[src/rtl/slb_pkg.sv]
// Shared types and constants for the string literal blanker.
`default_nettype none

package slb_pkg;

    localparam logic [7:0] QUOTE_BYTE   = 8'h27;
    localparam logic [7:0] NEWLINE_BYTE = 8'h0A;
    localparam logic [7:0] SPACE_BYTE   = 8'h20;

    localparam int GROUP_SLOTS = 3;
    localparam int QUEUE_DEPTH_DEF = 4;

    localparam int CFG_INDEX_W = 2;

    typedef enum logic [CFG_INDEX_W-1:0] {
        CFG_DELIM_BYTES = 2'd0,
        CFG_DELIM_COUNT = 2'd1,
        CFG_ESC_BYTE    = 2'd2,
        CFG_ESC_ENABLE  = 2'd3
    } cfg_index_t;

    localparam logic [31:0] DELIM_BYTES_RST = 32'd10023;
    localparam logic [2:0]  DELIM_COUNT_RST = 3'd2;
    localparam logic [7:0]  ESC_BYTE_RST    = 8'd92;
    localparam logic        ESC_ENABLE_RST  = 1'b1;

    typedef struct packed {
        logic [7:0] in_byte;
        logic       in_last;
    } in_item_t;

    typedef struct packed {
        logic [7:0] out_byte;
        logic       out_last;
    } out_item_t;

    // Output bytes released by one accepted input byte, slot 0 first.
    typedef struct packed {
        logic [GROUP_SLOTS-1:0][7:0] bytes;
        logic [1:0]                  cnt;
        logic                        last;
    } group_t;

endpackage

`default_nettype wire

[src/rtl/slb_front.sv]
// Front end: accepts text bytes, tracks string state and builds output groups.
`default_nettype none

module slb_front
    import slb_pkg::*;
(
    input  wire logic                   clk,
    input  wire logic                   rst_n,
    input  wire logic                   accept,
    input  wire in_item_t               item,
    input  wire logic                   cfg_we,
    input  wire logic [CFG_INDEX_W-1:0] cfg_index,
    input  wire logic [31:0]            cfg_data,
    output      logic                   grp_we,
    output      group_t                 grp
);

    typedef enum logic [2:0] {
        LA_NONE = 3'b001,
        LA_ONE  = 3'b010,
        LA_TWO  = 3'b100
    } la_state_t;

    typedef struct packed {
        logic       in_str;
        logic [7:0] open_delim;
        logic       esc_pend;
    } scan_t;

    typedef struct packed {
        scan_t      st;
        logic [7:0] ob;
    } proc_t;

    logic [31:0] delim_bytes_reg;
    logic [2:0]  delim_count_reg;
    logic [7:0]  esc_byte_reg;
    logic        esc_enable_reg;

    scan_t       scan_reg, scan_next;
    la_state_t   la_reg, la_next;
    logic [7:0]  mid_reg, mid_next;

    function automatic logic is_delim(input logic [7:0] b, input logic [31:0] bytes,
                                      input logic [2:0] count);
        logic hit;
        hit = 1'b0;
        for (int i = 0; i < 4; i++) begin
            if ((count > 3'(i)) && (bytes[8*i +: 8] == b))
                hit = 1'b1;
        end
        return hit && (b != 8'h00);
    endfunction

    function automatic logic [7:0] blank(input logic [7:0] b);
        return (b == NEWLINE_BYTE) ? NEWLINE_BYTE : SPACE_BYTE;
    endfunction

    function automatic proc_t proc(input scan_t s, input logic [7:0] b,
                                   input logic [31:0] bytes, input logic [2:0] count,
                                   input logic [7:0] esc, input logic esc_en);
        proc_t r;
        r.st = s;
        r.ob = b;
        if (s.in_str) begin
            if (s.esc_pend) begin
                r.st.esc_pend = 1'b0;
                r.ob = blank(b);
            end
            else if (b != 8'h00 && esc_en && b == esc) begin
                r.st.esc_pend = 1'b1;
                r.ob = blank(b);
            end
            else if (b == s.open_delim) begin
                r.st.in_str = 1'b0;
                r.st.open_delim = 8'h00;
            end
            else begin
                r.ob = blank(b);
            end
        end
        else if (is_delim(b, bytes, count)) begin
            r.st.in_str = 1'b1;
            r.st.open_delim = b;
        end
        return r;
    endfunction

    always_comb
    begin
        proc_t      r;
        scan_t      s;
        logic [7:0] b;
        s = scan_reg;
        b = item.in_byte;
        la_next = la_reg;
        mid_next = mid_reg;
        grp = '0;
        grp.last = item.in_last;
        case (la_reg)
            LA_NONE:
            begin
                if (!s.in_str && b == QUOTE_BYTE && !item.in_last
                    && is_delim(QUOTE_BYTE, delim_bytes_reg, delim_count_reg)) begin
                    la_next = LA_ONE;
                end
                else begin
                    r = proc(s, b, delim_bytes_reg, delim_count_reg,
                             esc_byte_reg, esc_enable_reg);
                    s = r.st;
                    grp.bytes[0] = r.ob;
                    grp.cnt = 2'd1;
                end
            end
            LA_ONE:
            begin
                if (!item.in_last) begin
                    la_next = LA_TWO;
                    mid_next = b;
                end
                else begin
                    // text ended early: the held quote opens a string
                    s.in_str = 1'b1;
                    s.open_delim = QUOTE_BYTE;
                    grp.bytes[0] = QUOTE_BYTE;
                    r = proc(s, b, delim_bytes_reg, delim_count_reg,
                             esc_byte_reg, esc_enable_reg);
                    s = r.st;
                    grp.bytes[1] = r.ob;
                    grp.cnt = 2'd2;
                end
            end
            LA_TWO:
            begin
                la_next = LA_NONE;
                grp.cnt = 2'd3;
                if (b == QUOTE_BYTE) begin
                    // character literal passes through unchanged
                    grp.bytes[0] = QUOTE_BYTE;
                    grp.bytes[1] = mid_reg;
                    grp.bytes[2] = QUOTE_BYTE;
                end
                else begin
                    s.in_str = 1'b1;
                    s.open_delim = QUOTE_BYTE;
                    grp.bytes[0] = QUOTE_BYTE;
                    r = proc(s, mid_reg, delim_bytes_reg, delim_count_reg,
                             esc_byte_reg, esc_enable_reg);
                    s = r.st;
                    grp.bytes[1] = r.ob;
                    r = proc(s, b, delim_bytes_reg, delim_count_reg,
                             esc_byte_reg, esc_enable_reg);
                    s = r.st;
                    grp.bytes[2] = r.ob;
                end
            end
            default:
            begin
                la_next = LA_NONE;
            end
        endcase
        if (item.in_last) begin
            s = '0;
            la_next = LA_NONE;
            mid_next = 8'h00;
        end
        scan_next = s;
        grp_we = accept && (grp.cnt != 2'd0);
    end

    always_ff @(posedge clk or negedge rst_n)
    begin
        if (!rst_n) begin
            scan_reg <= '0;
            la_reg   <= LA_NONE;
            mid_reg  <= 8'h00;
        end
        else if (accept) begin
            scan_reg <= scan_next;
            la_reg   <= la_next;
            mid_reg  <= mid_next;
        end
    end

    always_ff @(posedge clk or negedge rst_n)
    begin
        if (!rst_n) begin
            delim_bytes_reg <= DELIM_BYTES_RST;
            delim_count_reg <= DELIM_COUNT_RST;
            esc_byte_reg    <= ESC_BYTE_RST;
            esc_enable_reg  <= ESC_ENABLE_RST;
        end
        else if (cfg_we) begin
            case (cfg_index_t'(cfg_index))
                CFG_DELIM_BYTES: delim_bytes_reg <= cfg_data;
                CFG_DELIM_COUNT: delim_count_reg <= cfg_data[2:0];
                CFG_ESC_BYTE:    esc_byte_reg    <= cfg_data[7:0];
                CFG_ESC_ENABLE:  esc_enable_reg  <= cfg_data[0];
                default:         esc_enable_reg  <= esc_enable_reg;
            endcase
        end
    end

endmodule

`default_nettype wire

[src/rtl/slb_queue.sv]
// Small group queue between the front end and the output serializer.
`default_nettype none

module slb_queue
    import slb_pkg::*;
#(
    parameter int DEPTH = QUEUE_DEPTH_DEF
)
(
    input  wire logic   clk,
    input  wire logic   rst_n,
    input  wire logic   wr,
    input  wire group_t wdata,
    output      logic   full,
    input  wire logic   rd,
    output      group_t rdata,
    output      logic   empty
);

    localparam int PTR_W = (DEPTH > 1) ? $clog2(DEPTH) : 1;
    localparam int CNT_W = $clog2(DEPTH + 1);

    group_t             mem [DEPTH];
    logic [PTR_W-1:0]   wptr_reg, rptr_reg;
    logic [CNT_W-1:0]   cnt_reg;

    assign full  = (cnt_reg == CNT_W'(DEPTH));
    assign empty = (cnt_reg == '0);
    assign rdata = mem[rptr_reg];

    always_ff @(posedge clk)
    begin
        if (wr)
            mem[wptr_reg] <= wdata;
    end

    always_ff @(posedge clk or negedge rst_n)
    begin
        if (!rst_n) begin
            wptr_reg <= '0;
            rptr_reg <= '0;
            cnt_reg  <= '0;
        end
        else begin
            if (wr)
                wptr_reg <= (wptr_reg == PTR_W'(DEPTH - 1)) ? '0 : wptr_reg + 1'b1;
            if (rd)
                rptr_reg <= (rptr_reg == PTR_W'(DEPTH - 1)) ? '0 : rptr_reg + 1'b1;
            if (wr && !rd)
                cnt_reg <= cnt_reg + 1'b1;
            else if (rd && !wr)
                cnt_reg <= cnt_reg - 1'b1;
        end
    end

endmodule

`default_nettype wire

[src/rtl/slb_back.sv]
// Back end: holds one group and hands its bytes out one per request.
`default_nettype none

module slb_back
    import slb_pkg::*;
(
    input  wire logic      clk,
    input  wire logic      rst_n,
    input  wire group_t    q_data,
    input  wire logic      q_empty,
    output      logic      q_rd,
    input  wire logic      pop,
    output      logic      empty,
    output      out_item_t dout
);

    group_t     cur_reg;
    logic [1:0] idx_reg;
    logic       valid_reg;
    logic       at_end;
    logic       advance;

    assign at_end  = (idx_reg == cur_reg.cnt - 2'd1);
    assign advance = valid_reg && pop && at_end;
    assign q_rd    = !q_empty && (!valid_reg || advance);

    assign empty         = !valid_reg;
    assign dout.out_byte = cur_reg.bytes[idx_reg];
    assign dout.out_last = cur_reg.last && at_end;

    always_ff @(posedge clk)
    begin
        if (q_rd)
            cur_reg <= q_data;
    end

    always_ff @(posedge clk or negedge rst_n)
    begin
        if (!rst_n) begin
            valid_reg <= 1'b0;
            idx_reg   <= 2'd0;
        end
        else if (q_rd) begin
            valid_reg <= 1'b1;
            idx_reg   <= 2'd0;
        end
        else if (advance) begin
            valid_reg <= 1'b0;
            idx_reg   <= 2'd0;
        end
        else if (valid_reg && pop) begin
            idx_reg <= idx_reg + 2'd1;
        end
    end

endmodule

`default_nettype wire

[src/rtl/string_literal_blanker.sv]
// Top level of the string literal blanker.
//
//  channel   | handshake             | payload
//  ----------+-----------------------+-------------------------------
//  input     | push / full           | din  (in_byte, in_last)
//  result    | pop / empty           | dout (out_byte, out_last)
//  config    | cfg_valid / cfg_ready | cfg_index, cfg_data
//
// One text byte is taken per cycle while full is low; each byte yields zero
// to three output bytes, which leave one per cycle while pop is high. The
// output serializer sets the drain rate: the bytes released by one text byte
// leave one per pop, absorbed by the group queue (QUEUE_DEPTH groups).
// Reset clears string state, lookahead and queue; registers return to their
// reset values. Either side may stall without losing a request.
`default_nettype none

module string_literal_blanker
    import slb_pkg::*;
#(
    parameter int QUEUE_DEPTH = QUEUE_DEPTH_DEF
)
(
    input  wire logic                   clk,
    input  wire logic                   rst_n,
    input  wire logic                   push,
    output      logic                   full,
    input  wire in_item_t               din,
    output      logic                   empty,
    input  wire logic                   pop,
    output      out_item_t              dout,
    input  wire logic                   cfg_valid,
    output      logic                   cfg_ready,
    input  wire logic [CFG_INDEX_W-1:0] cfg_index,
    input  wire logic [31:0]            cfg_data
);

    logic   accept;
    logic   grp_we;
    group_t grp;
    group_t q_data;
    logic   q_empty;
    logic   q_rd;

    assign cfg_ready = 1'b1;
    assign accept    = push && !full;

    slb_front u_front (
        .clk       (clk),
        .rst_n     (rst_n),
        .accept    (accept),
        .item      (din),
        .cfg_we    (cfg_valid && cfg_ready),
        .cfg_index (cfg_index),
        .cfg_data  (cfg_data),
        .grp_we    (grp_we),
        .grp       (grp)
    );

    slb_queue #(
        .DEPTH (QUEUE_DEPTH)
    ) u_queue (
        .clk   (clk),
        .rst_n (rst_n),
        .wr    (grp_we),
        .wdata (grp),
        .full  (full),
        .rd    (q_rd),
        .rdata (q_data),
        .empty (q_empty)
    );

    slb_back u_back (
        .clk     (clk),
        .rst_n   (rst_n),
        .q_data  (q_data),
        .q_empty (q_empty),
        .q_rd    (q_rd),
        .pop     (pop),
        .empty   (empty),
        .dout    (dout)
    );

endmodule

`default_nettype wire
[config.mk]
export PLATFORM = sky130hd
export DESIGN_NAME = string_literal_blanker
export DESIGN_NICKNAME = d
export VERILOG_FILES = /design/src/rtl/slb_pkg.sv /design/src/rtl/slb_front.sv /design/src/rtl/slb_queue.sv /design/src/rtl/slb_back.sv /design/src/rtl/string_literal_blanker.sv
export SDC_FILE = /design/constraint.sdc
export NUM_CORES = 1
export LEC_CHECK = 0
export BUFFER_PORTS_ARGS = -buffer_cell sky130_fd_sc_hd__buf_2
export CAP_MARGIN = 20
export CORE_UTILIZATION = 25
export DETAILED_ROUTE_END_ITERATION = 16
export PLACE_DENSITY = 0.51
export SLEW_MARGIN = 10
export SYNTH_ARGS = -nofsm -noshare
export SYNTH_HDL_FRONTEND = slang
export SYNTH_SLANG_ARGS = --single-unit
[constraint.sdc]
create_clock -name clk -period 5.4 [get_ports clk]
set_input_delay 0 -clock clk [delete_from_list [all_inputs] [get_ports clk]]
set_output_delay 0 -clock clk [all_outputs]
set_load 0.01 [all_outputs]
==> flow_summary.ini, run 1 <==
[logic_synthesis]
synth_area_per_cell_sq_um = 14.5
ys_seq_elements = 210
synth_top_family_by_area = multiplexers
syn_area_sq_mm = 0.00954
synth_top_area_cell = edfxtp_1
async_flop_share_pct = 35.7
synth_edf_count = 135
synth_cell_types = 60
synthesis.nets = 711
synthTopCellsByArea = edfxtp_1 (42%), dfrtp_1 (16%), mux4_2 (6.4%)
synth-main-ff-cell = edfxtp_1
synth.top_cell.area_share_pct = 42.5
synth-adder-area-share_pct = 0.996
synthCells = 656
yosysSeqAreaShare_pct = 62.3
yosysWarningCount = 0
synth_common_cells = edfxtp_1 (135), dfrtp_1 (60), mux2_2 (49)
yosys.cell_count.top_type = edfxtp_1
synthXorXnorAreaFrac_pct = 5.60
synth.area.mux_share_pct = 13.8
synth-simple-area-share_pct = 8.80
synth_compound_area_share_pct = 5.74

[sta]
whs_ns = 0.0284
setup_viol = 0
fin_crit_sh_pct = 57.1
fmax_ghz = 0.324
setup_slack_ns = 2.32
finClkSkew_ns = 0.0210
slew_violations = 0
min_period_ns = 3.08
hold_viol = 0
rsz0062_at_grt = false
tightest_slew_ns = 0.979
setup-tns-final_ns = 0
maxSlewHeadroom_pct = 34.4

[grt]
grt_pass1_vias = 5945
grtUsageTotal_pct = 11.5
antenna_found_initial = 0
grt_pass1_wl_microns = 34500
grt_max_degree = 76
gr-total-overflow = 0

[layout]
largest_register_ff_count = 108
finalCoreUtilization_pct = 31.3
num_antenna_cells = 0
area.growth.synth_to_final_pct = 23.1
nets = 823
drive_gt1_share_pct = 26.5
stdcell_count = 1296

[clocking]
cts.clk_slew.worst_paths_ns = 0.06
cts_root_buf = clkbuf_16
numCtsBuffers = 23
cts_buffer_depth = 3
cts_tree = done
cts_max_level = 1
post_cts_resized = 0
numClockSinks = 210
clk_latency_ns = 0.53

[pwr]
peakVddDrop_mv = 0.250
p_per_area_mw_per_mm2 = 442
p_leak_nw = 4.32

[die]
fp-row-count = 71
start_util_pct = 25.4
ios = 60
die_w_microns = 197
dieArea_sq_mm = 0.0390
die_y_microns = 197
core_area_sq_mm = 0.0376

[placed_design]
dp.cells = 1198
numPortBuffers = 58
gp_congestion = 0.825
dp_slack_ns = 2.28
hpwl_microns = 14500

[worst_hold_path]
hp-class = in -> reg
hold_start = din[2]

[route]
antenna_left = 0
drc = 0
dr.pass1.iters = 5
vias_per_cell = 4.44
post_drt_wl_per_cell_microns = 16.9
routed_wl_microns = 22000
drtIter0Drc = 282
vias = 5754

[setup_path]
worst-path-max-fanout = 30
crit_start = u_back.idx_reg[1]$_DFFE_PN0P_
crit_required_ns = 5.81
cp.arrival_ns = 3.49
reg2reg_from = u_back.idx_reg[1]$_DFFE_PN0P_
critPathKind = reg -> reg
cp-end-kind = register
start_kind = register

[flow_run]
drv_cap = 0

[outcome]
outcome = completed
[cells by family (layout without fill, tap and decap cells)]
family	after synthesis	after routing
flops	210	210
simple gates	156	156
mux	92	92
compound gates	81	81
xor+xnor	61	61
buf+inv	48	177
fa+ha+maj	7	7
other cells	1	1
[worst max-delay path, stage by stage, from the launching register on]
cell     delay (ns)
dfrtp_1        0.71
xor2_1         0.29
nand2_1        0.07
o21ai_0        0.22
nand2_1        0.14
a21oi_4        0.15
buf_4          0.35
inv_1          0.09
ha_1           0.21
inv_1          0.08
fa_1           0.38
mux2_2         0.26
[layer usage]
layer  share of wire (%)  global-route usage, %  up-vias
met3                 4.5                   1.95       43
met4                 2.5                   3.10        0
met2                  46                   18.0      126
met5                   0                      0        -
li1                    -                      -     2714
met1                  47                   16.3     2871
[cell usage in the layout (no fill, tap or decap), drive strengths merged, types with 3 or more instances in the layout]
cell         count
o21a             3
nor4             6
dfstp           15
bufinv           3
a21oi           18
nand4           17
xor2            20
mux2i           16
o2111ai          4
dlygate4sd3     54
inv             17
a22o             5
nor3            13
nand2           45
a21o             9
ha               6
clkbuf          35
o22ai            3
nand3           12
mux2            49
o21ai           24
xnor2           41
nor3b            4
a32o             4
buf             65
and2            12
mux4            27
or4              3
edfxtp         135
dfrtp           60
and3             9
nor2            20
[through the flow]
step | cell area, sq um | power [mW]
floorplan | 9540 | 3.14
global placement | 10300 | 3.49
detailed placement | 10300 | 3.52
CTS | 11700 | 5.27
global route | 11800 | 5.48
finish | 11800 | 5.20
[where the power goes]
| part | internal (mW) | leakage [nW] | switching, mW | total [mW] |
|---|---|---|---|---|
| Combinational | 0.582 | 1.78 | 0.609 | 1.19 |
| Sequential | 2.13 | 2.14 | 0.195 | 2.33 |
| Clock | 1.03 | 0.399 | 0.649 | 1.68 |
| Total | 3.75 | 4.32 | 1.45 | 5.20 |
[area by class of cell]
cell class / instances / area (sq um)
Inverter: 16 / 60.1
Timing Repair Buffer: 119 / 918
Sequential cell: 210 / 5950
Clock buffer: 35 / 692
Multi-Input combinational cell: 398 / 3360
Tap cell: 511 / 639
Fill cell: 3760 / 25800
Clock inverter: 7 / 128
[path summary, 6_finish.rpt]
kind                            depth (start not counted)  slack (ns)                                 endpoint
worst max register to register                         11        2.32           u_queue.cnt_reg[1]$_DFFE_PN0P_
max in group asynchronous                               4        4.32            u_front.la_reg[0]$_DFFE_PN1P_
min in group asynchronous                               3        0.42  u_front.delim_bytes_reg[26]$_DFFE_PN0P_
worst max-delay path                                   11        2.32           u_queue.cnt_reg[1]$_DFFE_PN0P_
worst min-delay path                                    2        0.03           u_front.mid_reg[1]$_DFFE_PN0P_
worst min register to register                          1        0.49           u_queue.cnt_reg[2]$_DFFE_PN0P_
[what timing repair did]
action,CTS,global route
endpoints found under the hold margin,125,15
hold buffers,53,1
setup buffers,0,0
(Power assumes the default switching activity.)
==> run 2: changes to the inputs <==
==> constraint.sdc (replaced) <==
create_clock -name clk -period 3.17 [get_ports clk]
set_input_delay 0 -clock clk [delete_from_list [all_inputs] [get_ports clk]]
set_output_delay 0 -clock clk [all_outputs]
set_load 0.01 [all_outputs]
==> run 2 against run 1 <==
  * Register-to-register slack worse by 2.0 ns
  * Routed wire length is 0.56% lower
  * First-iteration DRC count is 8.2% lower
  * Maximum frequency is 9.1% higher
  * Worst setup slack worse by 2.0 ns
  * Critical path depth stayed put
  * Highest routed layer unchanged
==> flow_summary.ini, run 2 (synthesis results as in run 1) <==
[grt]
grtUsageTotal_pct = 11.5
top_usage_layer = met2
grtUsageMet2_pct = 17.7
grt_util_met1_pct = 16.8
gr-total-overflow = 0
antenna_found_initial = 0
grt_max_degree = 64
grt_pass1_vias = 5876
grt_pass1_wl_microns = 34500
gr-usage-met3_pct = 1.84

[layout]
nets = 833
final_common_cell = edfxtp_1
drive_gt1_share_pct = 27.0
mostFrequentLayoutCells = edfxtp_1 (135), dfrtp_1 (59), buf_2 (57)
largest_register_ff_count = 108
area.growth.synth_to_final_pct = 22.0
num_antenna_cells = 0
stdcell_count = 1305

[sta]
hold_viol = 0
setup-tns-final_ns = 0
finClkSkew_ns = 0.0111
setup_viol = 0
fin_crit_sh_pct = 89.1
min_period_ns = 2.82
slew_violations = 0
tightest_slew_ns = 0.885
rsz0062_at_grt = false
fmax_ghz = 0.354
maxSlewHeadroom_pct = 41.0

[clocking]
clk_latency_ns = 0.51
numClockSinks = 210
cts_root_buf = clkbuf_16
cts_max_level = 1
cts_tree = done
numCtsBuffers = 22
cts.clk_slew.worst_paths_ns = 0.06
cts_buffer_depth = 3
post_cts_resized = 0
cts-hold-fix-buffers = 47
post_cts_buffers = 0

[route]
vias = 5697
dr.pass1.iters = 4
vias_per_cell = 4.37
antenna_left = 0
post_drt_wl_per_cell_microns = 16.7
drtIter0Drc = 259
routed_wl_microns = 21800
drc = 0

[pwr]
peakVddDrop_mv = 0.354
p_per_area_mw_per_mm2 = 724
p_leak_nw = 4.30

[placed_design]
gp_congestion = 0.790
hpwl_microns = 15000
dp.cells = 1218
numPortBuffers = 58

[worst_hold_path]
worstHoldPathCells = 2
hold_start = din[1]
hp-class = in -> reg

[setup_path]
cp.arrival_ns = 3.25
cp-end-kind = register
start_kind = register
r2r_slack_ns = 0.35
reg2reg_from = u_front.delim_count_reg[2]$_DFFE_PN0P_
crit_start = u_front.delim_count_reg[2]$_DFFE_PN0P_
crit_required_ns = 3.60
critPathKind = reg -> reg
rr_worst_depth = 11
worst-path-max-fanout = 7

[die]
die_y_microns = 197
die_w_microns = 197
core_area_sq_mm = 0.0376
dieArea_sq_mm = 0.0390
fp-row-count = 71
ios = 60
start_util_pct = 25.4

[flow_run]
drv_cap = 0

[outcome]
outcome = completed
run 2: worst paths after layout:
path / endpoint
worst max-delay path: u_queue.cnt_reg[2]$_DFFE_PN0P_
worst min-delay path: u_front.mid_reg[0]$_DFFE_PN0P_
worst max register to register: u_queue.cnt_reg[2]$_DFFE_PN0P_
worst min register to register: u_queue.cnt_reg[2]$_DFFE_PN0P_
max in group asynchronous: u_front.mid_reg[3]$_DFFE_PN0P_
min in group asynchronous: u_front.delim_bytes_reg[28]$_DFFE_PN0P_
run 2: through the flow:
stage | area (sq um) | worst slack (ns) | utilization (%) | total power [mW] | hold WS, ns
global route | 11600 | 0.0575 | 31.0 | 8.90 | 0.0151
floorplan | 9550 | 0.182 | - | 5.35 | -0.296
detailed placement | 10500 | 0.360 | 27.9 | 6.05 | 0.189
global placement | 10500 | 0.376 | 27.9 | 6.02 | 0.191
finish | 11600 | 0.346 | 31.0 | 8.43 | 0.0142
CTS | 11600 | 0.341 | 31.0 | 8.56 | 0.00197
run 2: power breakdown:
group / internal [mW] / switching (mW)
Combinational: 1.00 / 1.05
Sequential: 3.63 / 0.306
Clock: 1.41 / 1.03
Total: 6.04 / 2.39
run 2: metal layers:
metal / share of wire, % / vias to the layer above
met5: 0 / -
li1: - / 2735
met1: 50 / 2808
met4: 1.7 / 0
met3: 4.1 / 24
met2: 44 / 130
run 2: worst max-delay path, cell delays in order, from the launching register on:
cell and delay [ns]:
dfrtp_1 0.43, nor3_1 0.29, o32ai_1 0.17, o21ai_1 0.24, o21ai_2 0.12, a21oi_2 0.31, ha_1 0.24, inv_1 0.07
fa_1 0.43, xor2_1 0.17, nor2_1 0.11, xor2_1 0.16
run 2: cell type report:
cell class	count	area, sq um
sequential	210	5950
inverter	16	60.1
fill	3769	25900
clock inverter	9	75.1
clock buffer	31	604
multi-input combinational	398	3350
timing repair buffer	130	963
tap	511	639
